## src/rtl/ssrp_pkg.sv

```systemverilog
// ----------------------------------------------------------------------------
// ssrp_pkg
// Shared types and constants for the serial register poller.
// ----------------------------------------------------------------------------
`timescale 1ns / 1ps

package ssrp_pkg;

    // configuration register indexes
    localparam logic [2:0] CFG_REGISTER_ADDRESS  = 3'd0;
    localparam logic [2:0] CFG_HALF_PERIOD_TICKS = 3'd1;
    localparam logic [2:0] CFG_HOLD_TICKS        = 3'd2;
    localparam logic [2:0] CFG_RESYNC_TICKS      = 3'd3;
    localparam logic [2:0] CFG_POLL_ENABLE       = 3'd4;

    localparam int CFG_INDEX_W = 3;
    localparam int CFG_DATA_W  = 11;
    localparam int TICK_W      = 11;

    // reset values of the configuration registers
    localparam logic [7:0]  RST_REGISTER_ADDRESS  = 8'h03;
    localparam logic [7:0]  RST_HALF_PERIOD_TICKS = 8'd22;
    localparam logic [9:0]  RST_HOLD_TICKS        = 10'd120;
    localparam logic [10:0] RST_RESYNC_TICKS      = 11'd1500;

    // ticks of the startup clock high phase
    localparam logic [TICK_W-1:0] STARTUP_HIGH_TICKS = 11'd5;

    typedef struct packed {
        logic [7:0]  register_address;
        logic [7:0]  half_period_ticks;
        logic [9:0]  hold_ticks;
        logic [10:0] resync_ticks;
        logic        poll_enable;
    } cfg_t;

    // one result beat, byte_read in the top bits
    typedef struct packed {
        logic [7:0] byte_read;
        logic       byte_valid;
        logic       data_drive;
        logic       data_level;
        logic       clock_level;
    } result_t;

endpackage

```

## src/rtl/ssrp_core.sv

```systemverilog
// ----------------------------------------------------------------------------
// ssrp_core
// Bus sequencer: advances one tick per accepted beat and forms its result.
// ----------------------------------------------------------------------------
`timescale 1ns / 1ps

module ssrp_core
(
    input  logic              clk,
    input  logic              rst_n,
    input  logic              step,
    input  logic              sdio_sample,
    input  ssrp_pkg::cfg_t    cfg,
    output ssrp_pkg::result_t result
);

    typedef enum logic [3:0] {
        PH_S_HIGH  = 4'd0,
        PH_S_LOW   = 4'd1,
        PH_RESYNC  = 4'd2,
        PH_IDLE    = 4'd3,
        PH_W_LOW   = 4'd4,
        PH_W_HIGH  = 4'd5,
        PH_TURN    = 4'd6,
        PH_R_LOW   = 4'd7,
        PH_R_EDGE  = 4'd8,
        PH_R_HIGH  = 4'd9,
        PH_REL_LOW = 4'd10,
        PH_GAP     = 4'd11
    } phase_t;

    phase_t                        phase_reg, phase_next;
    logic [2:0]                    bit_left_reg, bit_left_next;
    logic [ssrp_pkg::TICK_W-1:0]   tick_left_reg, tick_left_next;
    logic [7:0]                    shift_byte_reg, shift_byte_next;
    logic [7:0]                    last_byte_reg, last_byte_next;

    logic                          done;
    logic                          cur_bit;
    logic [ssrp_pkg::TICK_W-1:0]   half_len;
    logic [ssrp_pkg::TICK_W-1:0]   hold_len;
    logic [ssrp_pkg::TICK_W-1:0]   resync_len;
    logic                          clk_lvl, dat_lvl, dat_drv, valid;

    // zero length counts as one tick
    function automatic logic [ssrp_pkg::TICK_W-1:0] len_of(input logic [ssrp_pkg::TICK_W-1:0] n);
        len_of = (n == '0) ? ssrp_pkg::TICK_W'(1) : n;
    endfunction

    assign done       = (tick_left_reg <= ssrp_pkg::TICK_W'(1));
    assign cur_bit    = shift_byte_reg[bit_left_reg];
    assign half_len   = len_of({3'b000, cfg.half_period_ticks});
    assign hold_len   = len_of({1'b0, cfg.hold_ticks});
    assign resync_len = len_of(cfg.resync_ticks);

    // next state and line levels for this tick
    always_comb
    begin
        phase_next      = phase_reg;
        bit_left_next   = bit_left_reg;
        tick_left_next  = done ? tick_left_reg : tick_left_reg - ssrp_pkg::TICK_W'(1);
        shift_byte_next = shift_byte_reg;
        last_byte_next  = last_byte_reg;
        clk_lvl         = 1'b1;
        dat_lvl         = 1'b1;
        dat_drv         = 1'b1;
        valid           = 1'b0;

        case (phase_reg)
            PH_S_HIGH:
            begin
                if (done)
                begin
                    phase_next     = PH_S_LOW;
                    tick_left_next = ssrp_pkg::TICK_W'(1);
                end
            end
            PH_S_LOW:
            begin
                clk_lvl = 1'b0;
                if (done)
                begin
                    phase_next     = PH_RESYNC;
                    tick_left_next = resync_len;
                end
            end
            PH_W_LOW:
            begin
                clk_lvl = 1'b0;
                dat_lvl = cur_bit;
                if (done)
                begin
                    phase_next     = PH_W_HIGH;
                    tick_left_next = half_len;
                end
            end
            PH_W_HIGH:
            begin
                dat_lvl = cur_bit;
                if (done)
                begin
                    if (bit_left_reg == 3'd0)
                    begin
                        shift_byte_next = 8'h00;
                        phase_next      = PH_TURN;
                        tick_left_next  = hold_len;
                    end
                    else
                    begin
                        bit_left_next  = bit_left_reg - 3'd1;
                        phase_next     = PH_W_LOW;
                        tick_left_next = half_len;
                    end
                end
            end
            PH_TURN:
            begin
                dat_lvl = 1'b0;
                dat_drv = 1'b0;
                if (done)
                begin
                    bit_left_next  = 3'd7;
                    phase_next     = PH_R_LOW;
                    tick_left_next = half_len;
                end
            end
            PH_R_LOW:
            begin
                clk_lvl = 1'b0;
                dat_lvl = 1'b0;
                dat_drv = 1'b0;
                if (done)
                begin
                    phase_next     = PH_R_EDGE;
                    tick_left_next = ssrp_pkg::TICK_W'(1);
                end
            end
            PH_R_EDGE, PH_R_HIGH:
            begin
                dat_lvl = 1'b0;
                dat_drv = 1'b0;
                if (phase_reg == PH_R_EDGE)
                begin
                    // sample on the rising clock edge
                    shift_byte_next = {shift_byte_reg[6:0], sdio_sample};
                end
                if ((phase_reg == PH_R_EDGE) && (cfg.half_period_ticks > 8'd1))
                begin
                    phase_next     = PH_R_HIGH;
                    tick_left_next = {3'b000, cfg.half_period_ticks} - ssrp_pkg::TICK_W'(1);
                end
                else if ((phase_reg == PH_R_EDGE) || done)
                begin
                    tick_left_next = half_len;
                    if (bit_left_reg == 3'd0)
                    begin
                        phase_next = PH_REL_LOW;
                    end
                    else
                    begin
                        bit_left_next = bit_left_reg - 3'd1;
                        phase_next    = PH_R_LOW;
                    end
                end
            end
            PH_REL_LOW:
            begin
                clk_lvl = 1'b0;
                dat_lvl = 1'b0;
                dat_drv = 1'b0;
                if (done)
                begin
                    phase_next     = PH_GAP;
                    tick_left_next = hold_len;
                end
            end
            default:
            begin
                // resync end, gap end, idle and unused codes decide whether to start a read
                if (((phase_reg != PH_RESYNC) && (phase_reg != PH_GAP)) || done)
                begin
                    if (phase_reg == PH_GAP)
                    begin
                        last_byte_next = shift_byte_reg;
                        valid          = 1'b1;
                    end
                    if (cfg.poll_enable)
                    begin
                        shift_byte_next = cfg.register_address;
                        bit_left_next   = 3'd7;
                        phase_next      = PH_W_LOW;
                        tick_left_next  = half_len;
                    end
                    else
                    begin
                        phase_next     = PH_IDLE;
                        tick_left_next = ssrp_pkg::TICK_W'(1);
                    end
                end
            end
        endcase
    end

    // result of this tick, byte shown after the update
    always_comb
    begin
        result.clock_level = clk_lvl;
        result.data_level  = dat_lvl;
        result.data_drive  = dat_drv;
        result.byte_valid  = valid;
        result.byte_read   = last_byte_next;
    end

    // sequencer state
    always_ff @(posedge clk or negedge rst_n)
    begin
        if (!rst_n)
        begin
            phase_reg      <= PH_S_HIGH;
            bit_left_reg   <= 3'd7;
            tick_left_reg  <= ssrp_pkg::STARTUP_HIGH_TICKS;
            shift_byte_reg <= 8'h00;
            last_byte_reg  <= 8'h00;
        end
        else if (step)
        begin
            phase_reg      <= phase_next;
            bit_left_reg   <= bit_left_next;
            tick_left_reg  <= tick_left_next;
            shift_byte_reg <= shift_byte_next;
            last_byte_reg  <= last_byte_next;
        end
    end

    // tick counter never reaches zero
    a_tick_nonzero: assert property (@(posedge clk) disable iff (!rst_n)
        tick_left_reg != '0)
        else $error("tick counter reached zero");

    // state moves only on an accepted beat
    a_hold_when_idle: assert property (@(posedge clk) disable iff (!rst_n)
        !step |=> $stable(phase_reg) && $stable(tick_left_reg) && $stable(last_byte_reg))
        else $error("sequencer state changed without a beat");

    // a completed read latches the shifted byte
    a_valid_latch: assert property (@(posedge clk) disable iff (!rst_n)
        step && result.byte_valid |=> last_byte_reg == $past(shift_byte_reg))
        else $error("read byte not latched on completion");

    // released data line is reported low
    a_release_low: assert property (@(posedge clk) disable iff (!rst_n)
        !result.data_drive |-> !result.data_level && (phase_reg != PH_W_LOW))
        else $error("released data line reported high");

endmodule

```

## src/rtl/ssrp_skid.sv

```systemverilog
// ----------------------------------------------------------------------------
// ssrp_skid
// Output register with one skid entry for result beats.
// ----------------------------------------------------------------------------
`timescale 1ns / 1ps

module ssrp_skid
(
    input  logic              clk,
    input  logic              rst_n,
    input  logic              in_valid,
    output logic              in_ready,
    input  ssrp_pkg::result_t in_data,
    output logic              out_valid,
    input  logic              out_ready,
    output ssrp_pkg::result_t out_data
);

    ssrp_pkg::result_t main_reg;
    ssrp_pkg::result_t skid_reg;
    logic              main_valid_reg;
    logic              skid_valid_reg;
    logic              push;

    assign in_ready  = !skid_valid_reg;
    assign push      = in_valid && !skid_valid_reg;
    assign out_valid = main_valid_reg;
    assign out_data  = main_reg;

    // valid flags
    always_ff @(posedge clk or negedge rst_n)
    begin
        if (!rst_n)
        begin
            main_valid_reg <= 1'b0;
            skid_valid_reg <= 1'b0;
        end
        else if (!main_valid_reg || out_ready)
        begin
            main_valid_reg <= skid_valid_reg || push;
            skid_valid_reg <= 1'b0;
        end
        else if (push)
        begin
            skid_valid_reg <= 1'b1;
        end
    end

    // payload
    always_ff @(posedge clk)
    begin
        if (!main_valid_reg || out_ready)
        begin
            main_reg <= skid_valid_reg ? skid_reg : in_data;
        end
        else if (push)
        begin
            skid_reg <= in_data;
        end
    end

endmodule

```

## src/rtl/sensor_serial_register_poller_unit.sv

```systemverilog
// ----------------------------------------------------------------------------
// sensor_serial_register_poller_unit
// Tick-driven master for a two-wire half-duplex sensor register port.
// ----------------------------------------------------------------------------
// Each beat on the slave stream is one timer tick and carries the sampled
// level of the data line. For every tick one result beat leaves on the
// master stream: clock and data line levels to drive, the data drive enable,
// a one-tick byte valid flag and the last byte read.
// A beat is taken every cycle while s_tready is high; its result is formed
// combinationally by the sequencer update and registered on acceptance.
// When the receiver stalls, one more tick lands in the skid entry and then
// s_tready drops until the output register drains; no result is lost.
// After reset the bus sequencer drives the clock high for five ticks, low for
// one, waits resync_ticks, then polls the configured register without end
// while poll_enable is set. Configuration registers return to their reset
// values; cfg_ready is always high. Writes are to be taken while idle only;
// the user must keep to this, as the block itself does not enforce it.
// ----------------------------------------------------------------------------
`timescale 1ns / 1ps

module sensor_serial_register_poller_unit
(
    input  logic                               clk,
    input  logic                               rst_n,
    // slave stream: tdata [0] sdio_sample
    input  logic                               s_tvalid,
    output logic                               s_tready,
    input  logic [7:0]                         s_tdata,
    // master stream: tdata [0] clock_level, [1] data_level, [2] data_drive,
    // [3] byte_valid, [11:4] byte_read
    output logic                               m_tvalid,
    input  logic                               m_tready,
    output logic [15:0]                        m_tdata,
    // configuration write channel
    input  logic                               cfg_valid,
    output logic                               cfg_ready,
    input  logic [ssrp_pkg::CFG_INDEX_W-1:0]   cfg_index,
    input  logic [ssrp_pkg::CFG_DATA_W-1:0]    cfg_data
);

    ssrp_pkg::cfg_t    cfg_reg;
    ssrp_pkg::result_t step_result;
    ssrp_pkg::result_t out_result;
    logic              step;

    assign cfg_ready = 1'b1;
    assign step      = s_tvalid && s_tready;

    // configuration registers
    always_ff @(posedge clk or negedge rst_n)
    begin
        if (!rst_n)
        begin
            cfg_reg.register_address  <= ssrp_pkg::RST_REGISTER_ADDRESS;
            cfg_reg.half_period_ticks <= ssrp_pkg::RST_HALF_PERIOD_TICKS;
            cfg_reg.hold_ticks        <= ssrp_pkg::RST_HOLD_TICKS;
            cfg_reg.resync_ticks      <= ssrp_pkg::RST_RESYNC_TICKS;
            cfg_reg.poll_enable       <= 1'b1;
        end
        else if (cfg_valid && cfg_ready)
        begin
            case (cfg_index)
                ssrp_pkg::CFG_REGISTER_ADDRESS:  cfg_reg.register_address  <= cfg_data[7:0];
                ssrp_pkg::CFG_HALF_PERIOD_TICKS: cfg_reg.half_period_ticks <= cfg_data[7:0];
                ssrp_pkg::CFG_HOLD_TICKS:        cfg_reg.hold_ticks        <= cfg_data[9:0];
                ssrp_pkg::CFG_RESYNC_TICKS:      cfg_reg.resync_ticks      <= cfg_data[10:0];
                ssrp_pkg::CFG_POLL_ENABLE:       cfg_reg.poll_enable       <= cfg_data[0];
                default:
                begin
                end
            endcase
        end
    end

    // bus sequencer
    ssrp_core u_core
    (
        .clk         (clk),
        .rst_n       (rst_n),
        .step        (step),
        .sdio_sample (s_tdata[0]),
        .cfg         (cfg_reg),
        .result      (step_result)
    );

    // result beat buffer
    ssrp_skid u_skid
    (
        .clk       (clk),
        .rst_n     (rst_n),
        .in_valid  (s_tvalid),
        .in_ready  (s_tready),
        .in_data   (step_result),
        .out_valid (m_tvalid),
        .out_ready (m_tready),
        .out_data  (out_result)
    );

    assign m_tdata = {4'b0000, out_result};

endmodule

```

## config.mk

```make
export PLATFORM = sky130hd
export DESIGN_NAME = sensor_serial_register_poller_unit
export DESIGN_NICKNAME = d
export VERILOG_FILES = /design/src/rtl/ssrp_pkg.sv /design/src/rtl/ssrp_core.sv /design/src/rtl/ssrp_skid.sv /design/src/rtl/sensor_serial_register_poller_unit.sv
export SDC_FILE = /design/constraint.sdc
export NUM_CORES = 1
export LEC_CHECK = 0
export ABC_AREA = 1
export BUFFER_PORTS_ARGS = -buffer_cell sky130_fd_sc_hd__buf_2
export CAP_MARGIN = 20
export CELL_PAD_IN_SITES_DETAIL_PLACEMENT = 1
export CELL_PAD_IN_SITES_GLOBAL_PLACEMENT = 2
export CORE_UTILIZATION = 38
export CTS_CLUSTER_DIAMETER = 100
export DETAILED_ROUTE_END_ITERATION = 16
export MAX_ROUTING_LAYER = met4
export PLACE_DENSITY_LB_ADDON = 0.12
export SLEW_MARGIN = 20
export SYNTH_ARGS = -nofsm -noshare
export SYNTH_HDL_FRONTEND = slang
export SYNTH_SLANG_ARGS = --single-unit
```

## constraint.sdc

```tcl
create_clock -name clk -period 3.49 [get_ports clk]
set_input_delay 0 -clock clk [delete_from_list [all_inputs] [get_ports clk]]
set_output_delay 0 -clock clk [all_outputs]
set_load 0.01 [all_outputs]
```

### Word level (Yosys, flattened, before mapping)

Index checks and enable logic that the tools add are counted.

* $add $sub $neg: 3
* $lt $le $gt $ge: 3
* equal/unequal tests: 27
* mux-type cells: 57
* bitwise logic cells: 3
* reductions and logical operators: 39

Operator list (number)
* $mux W11: 12
* $mux W8: 9
* $pmux W11 S6: 1
* $mux W4: 11
* $pmux W4 S8: 1
* $mux W3: 8
* $pmux W8 S3: 1
* $ne A2 B1 Y1 const B: 10
* $eq A4 B3 Y1 const B: 4
* $eq A4 B4 Y1 const B: 4
* $mux W12: 1
* $pmux W3 S4: 1
* $reduce_and A2 Y1: 6
* $le A11 B1 Y1 const B: 1
* $logic_not A11 Y1: 1
* $sub A11 B1 Y11 const B: 1
* $logic_not A10 Y1: 1
* $mux W10: 1
* $reduce_and A10 Y1: 1
* $reduce_or A5 Y1: 2
* $reduce_bool A9 Y1: 1
* $reduce_or A9 Y1: 1
* $sub A8 B1 Y9 const B: 1
* $gt A8 B1 Y1 const B: 1
* 29 further kinds: 51

* register bits after elaboration: 98
* input bits: 27
* output and inout bits: 19
* logic and storage cells: 154

### Logic depth before layout (Yosys ltp)

* word-level depth: 6
* gate-level depth with buffers: 17
* gate-level depth less buffers: 16

### Modules after synthesis

A second synthesis with hierarchy kept.

* cell total of the unflattened synthesis: 877
* area, all modules: 6158.4 um2

By module, submodules not included
* ssrp_core: instances 1, cells each 618, area each 3563.4 um2, sequential area each 857.1 um2
* sensor_serial_register_poller_unit: instances 1, cells each 187, area each 1640.3 um2, sequential area each 972.2 um2
* ssrp_skid: instances 1, cells each 72, area each 954.7 um2, sequential area each 770.7 um2

### Worst setup path after synthesis

No wires, ideal clock.

* path kind: register to register
* start point: register u_core.tick_left_reg[0] in the netlist's numbering
* end point: register u_core.tick_left_reg[0] in the netlist's numbering
* setup time: 72 ps
* arrival time: 2016 ps
* data required time: 3418 ps
* setup slack: 1402 ps
* cell stages (with the launch flop): 15
* buffers on the path: 1
* clock period less this slack: 2088 ps
* cell sequence: dfstp_2 -> ha_1 -> nand2_1 -> nor2_2 -> nand2_2 -> nand2_4 -> inv_4 -> buf_2 -> ha_1 -> nand4_1 -> nand3_1 -> a21oi_1 -> nand3_1 -> nand2_1 -> inv_1

* longest elaborated chain between the ends: 5
* elaborated cells on any way between the ends: 14
* those cells by class: add/sub: 1; order compare: 1; mux: 10; reduce/logical: 2

Ends and longest elaborated chain
* start: declaration: line ssrp_core.sv:34 `logic [ssrp_pkg::TICK_W-1:0] tick_left_reg, tick_left_next;`
* start signal: assignment: line ssrp_core.sv:221 `tick_left_reg <= ssrp_pkg::STARTUP_HIGH_TICKS;`
* start signal: assignment: line ssrp_core.sv:229 `tick_left_reg <= tick_left_next;`
* $sub A11 B1 Y11 / $le A11 B1 Y1 (equally long branches): line ssrp_core.sv:61, ssrp_core.sv:50
* $mux W11 / $logic_or A1 B1 Y1 (equally long branches): line ssrp_core.sv:61, ssrp_core.sv:152
* $mux W11: line ssrp_core.sv:152 `else if ((phase_reg == PH_R_EDGE) || done)`
* $mux W11: line ssrp_core.sv:147 `if ((phase_reg == PH_R_EDGE) && (cfg.half_period_ticks > 8'd1))`
* $pmux W11 S6 *: line ssrp_core.sv:69 `case (phase_reg)`

Mark *: on every way between the ends. The rest lies on a longest branch, timed or not.
A chain may end at the register's enable or synchronous reset.

### Worst setup path after layout

Ends and elaborated chain as after synthesis.

==> metrics.txt <==
gate count after technology mapping 874; Starting Density between 30 and 40%; status finished with violations; Leak 3.407 nW; # rows 46; largest net degree at the start of global routing 41; Synth Area in Compound Gates 13.18%; Skew-Pair Late Insertion Delay 370 ps; CTS HTree Levels 3; Synth Area in Adders 1.615%; Worst Setup SP u_core.tick_left_reg[0]; sequential share of the synthesized area 41.95%; WP data arrival ~2900 ps; minimum clock period around 2600 ps; unique cell type count in the Yosys netlist 39; Ant. Diodes 0; FF-to-FF path depth 13; multiplexer area fraction after synthesis 0%; critical path class flop to flop; die height around 130 um; ANT nets after route 0; final hold vios 2; TritonCTS clock tree yes; reg2reg setup slack approximately 900 ps; worst setup path end u_core.tick_left_reg[0]; port bufs 33; Startpoint Class flop; Crit. End Element flop; Post-Synth Simple-Gate Area ~33%; gr usage total 25.59%; Slew @ Worst Pin 966.9 ps; RSZ-0062 raised after global routing false; layout net count 942; worst rel slew slack 35.30%; Slew Limit Fails 0; routed vias between 5000 and 6000; FF+latch count, synth 98; Max Cap Viol 0; Filler Cells Inserted around 2100; CP Max Fanout 23; Hold Path Class primary input to flop; Min Hold Slack -4.278 ps; Clk Tree Root Cell clkbuf_16; Yosys warnings 0; Synth Area per Inst a little over 7 sq um; Largest register FFs 38; Finish-stage setup viols 0; Area Overhead vs Synth 11.63%; r2r endpoint u_core.tick_left_reg[0]; Mapped Area around 6200 sq um; Final WS setup 923.3 ps; period utilisation layout about 74%; GPL Wtd Cong 0.8557; grt ovf 0; largest family of logic cells by synthesized area simple AND/OR/NAND/NOR gates; layout cells sized above 1 13.60%; Achievable Freq just under 400 MHz; # DRC 0; starting DRC count in detailed routing 299; number of global-route vias before repair 5895; DIE AREA around 17000 sq um; Worst EP required 3790 ps; CTS Buf Count 9; failing checks negative hold slack; Total Negative Setup Slacks 0 ps; WL final 19.29 mm; Post-Synth XOR/XNOR Area 0.4239%; pwr/cell area 802.5 nW/um^2; initial antenna violation count 0; Place WS ~980 ps; first-pass GRT wire length 31.53 mm; Core Area 15890 sq um; DR WL/cell 17.10 um; final worst clock skew 11.58 ps; Max clock buf depth 2; Worst-path clk slew 70 ps; clock sinks 98; Die X 129.7 um; average vias per placed instance 4.992; Boundary Pins 46; first-pass iteration count of the detailed router 5; Post-DP HPWL between 10 and 15 mm; reg2reg start u_core.tick_left_reg[0]; peak supply drop 0.2976 mV
==> how the worst min path moves through the flow <==
stage,depth (start not counted),slack [ps],endpoint,start
finish,3,-4,cfg_reg[7],cfg_data[6]
CTS,3,10,cfg_reg[7],cfg_data[6]
global route,3,30,cfg_reg[18],cfg_data[6]
global placement,1,20,u_core.last_byte_reg[2],rst_n
detailed placement,1,20,u_core.phase_reg[3],rst_n
floorplan,0,-300,cfg_reg[10],rst_n
==> cell families (layout without fill, tap and decap cells) <==
group / count (synthesis) / after routing
DFF: 98 / 98
buffers and inverters: 147 / 182
AOI/OAI and AO/OA: 150 / 150
other: 2 / 5
xor gates and xnor gates: 3 / 3
adders and majority gates: 8 / 8
and+or+nand+nor: 466 / 466
==> stage by stage <==
stage | hold slack, ps | instance area, sq um | cells | util (%) | total power [W]
2_1_floorplan | -295.6 | 6210 | 877 | - | 0.003728
3_3_place_gp | 19.63 | 6492 | 1100 | 40.87 | 0.004415
3_5_place_dp | 17.31 | 6492 | 1100 | 40.87 | 0.004516
4_1_cts | 10.40 | 6919 | 1128 | 43.56 | 0.005582
5_1_grt | 28.37 | 6919 | 1128 | 43.56 | 0.006013
6_report | -4.278 | 6919 | 1128 | 43.56 | 0.005553
==> cell type report <==
| cell class | count | area [sq um] | area share (%) |
|---|---|---|---|
| clock buffer | 9 | 225.2 | 3.255 |
| clock inverter | 7 | 81.33 | 1.175 |
| inverter | 117 | 441.7 | 6.383 |
| multi-input combinational | 632 | 2985 | 43.15 |
| sequential | 98 | 2600 | 37.58 |
| tap | 216 | 270.3 | 3.906 |
| timing repair buffer | 49 | 315.3 | 4.557 |
==> where the power goes <==
group / internal (W) / total, W / switching [W]
Sequential: 0.00156 / 0.00184 / 0.000279
Combinational: 0.000837 / 0.00268 / 0.00184
Clock: 0.000512 / 0.00104 / 0.000525
==> placed cells by master (no fill, tap or decap), types with 10 or more instances in the layout <==
cell type	instances
a21oi_1	31
buf_2	33
dfrtp_1	52
dfstp_2	22
dlygate4sd3_1	12
edfxtp_1	24
inv_1	109
nand2_1	281
nand3_1	63
nor2_1	76
o21ai_0	68
o21ai_1	29
o21ai_2	10
==> timing repair <==
item / CTS / global route
hold buffers: 12 / 0
setup buffers: 0 / 0
resized for setup: 0 / 0
hold endpoints to repair: 36 / 0
endpoints found under the setup margin: 0 / 0
==> critical path, stage by stage (launching register included) <==
cell and delay [ps]:
dfstp_2 580, ha_1 160, nand2_1 60, nor2_2 110, nand2_2 150, nand2_4 330
inv_4 210, ha_1 360, nand4_1 100, nand3_1 90, a21oi_1 170, nand3_1 100
nand2_1 70, inv_1 40
==> per-layer routing <==
metal	GRT usage (%)	routed length [um]
met5	-	0
met3	3.649	597
met1	33.84	9423
met2	41.49	9060
met4	6.019	206
==> cells in the mapped netlist, drive strengths merged <==
library cell | count | area, sq um
a21oi | 32 | 163.9
a31oi | 4 | 25.02
buf | 17 | 133.9
clkbuf | 13 | 48.80
conb | 2 | 7.510
dfrtp | 52 | 1301
dfstp | 22 | 578.1
edfxtp | 24 | 720.7
ha | 8 | 100.1
inv | 117 | 441.7
nand2 | 288 | 1109
nand3 | 67 | 355.3
nand3b | 4 | 42.54
nand4 | 9 | 56.30
nor2 | 90 | 406.6
nor3 | 5 | 35.03
nor4 | 1 | 6.260
o2111ai | 2 | 17.52
o211ai | 3 | 22.52
o21ai | 107 | 573.1
o21bai | 2 | 15.01
or2 | 2 | 12.51
xnor2 | 1 | 8.760
xor2 | 2 | 17.52
No activity file was read; power rests on OpenSTA's default activity.
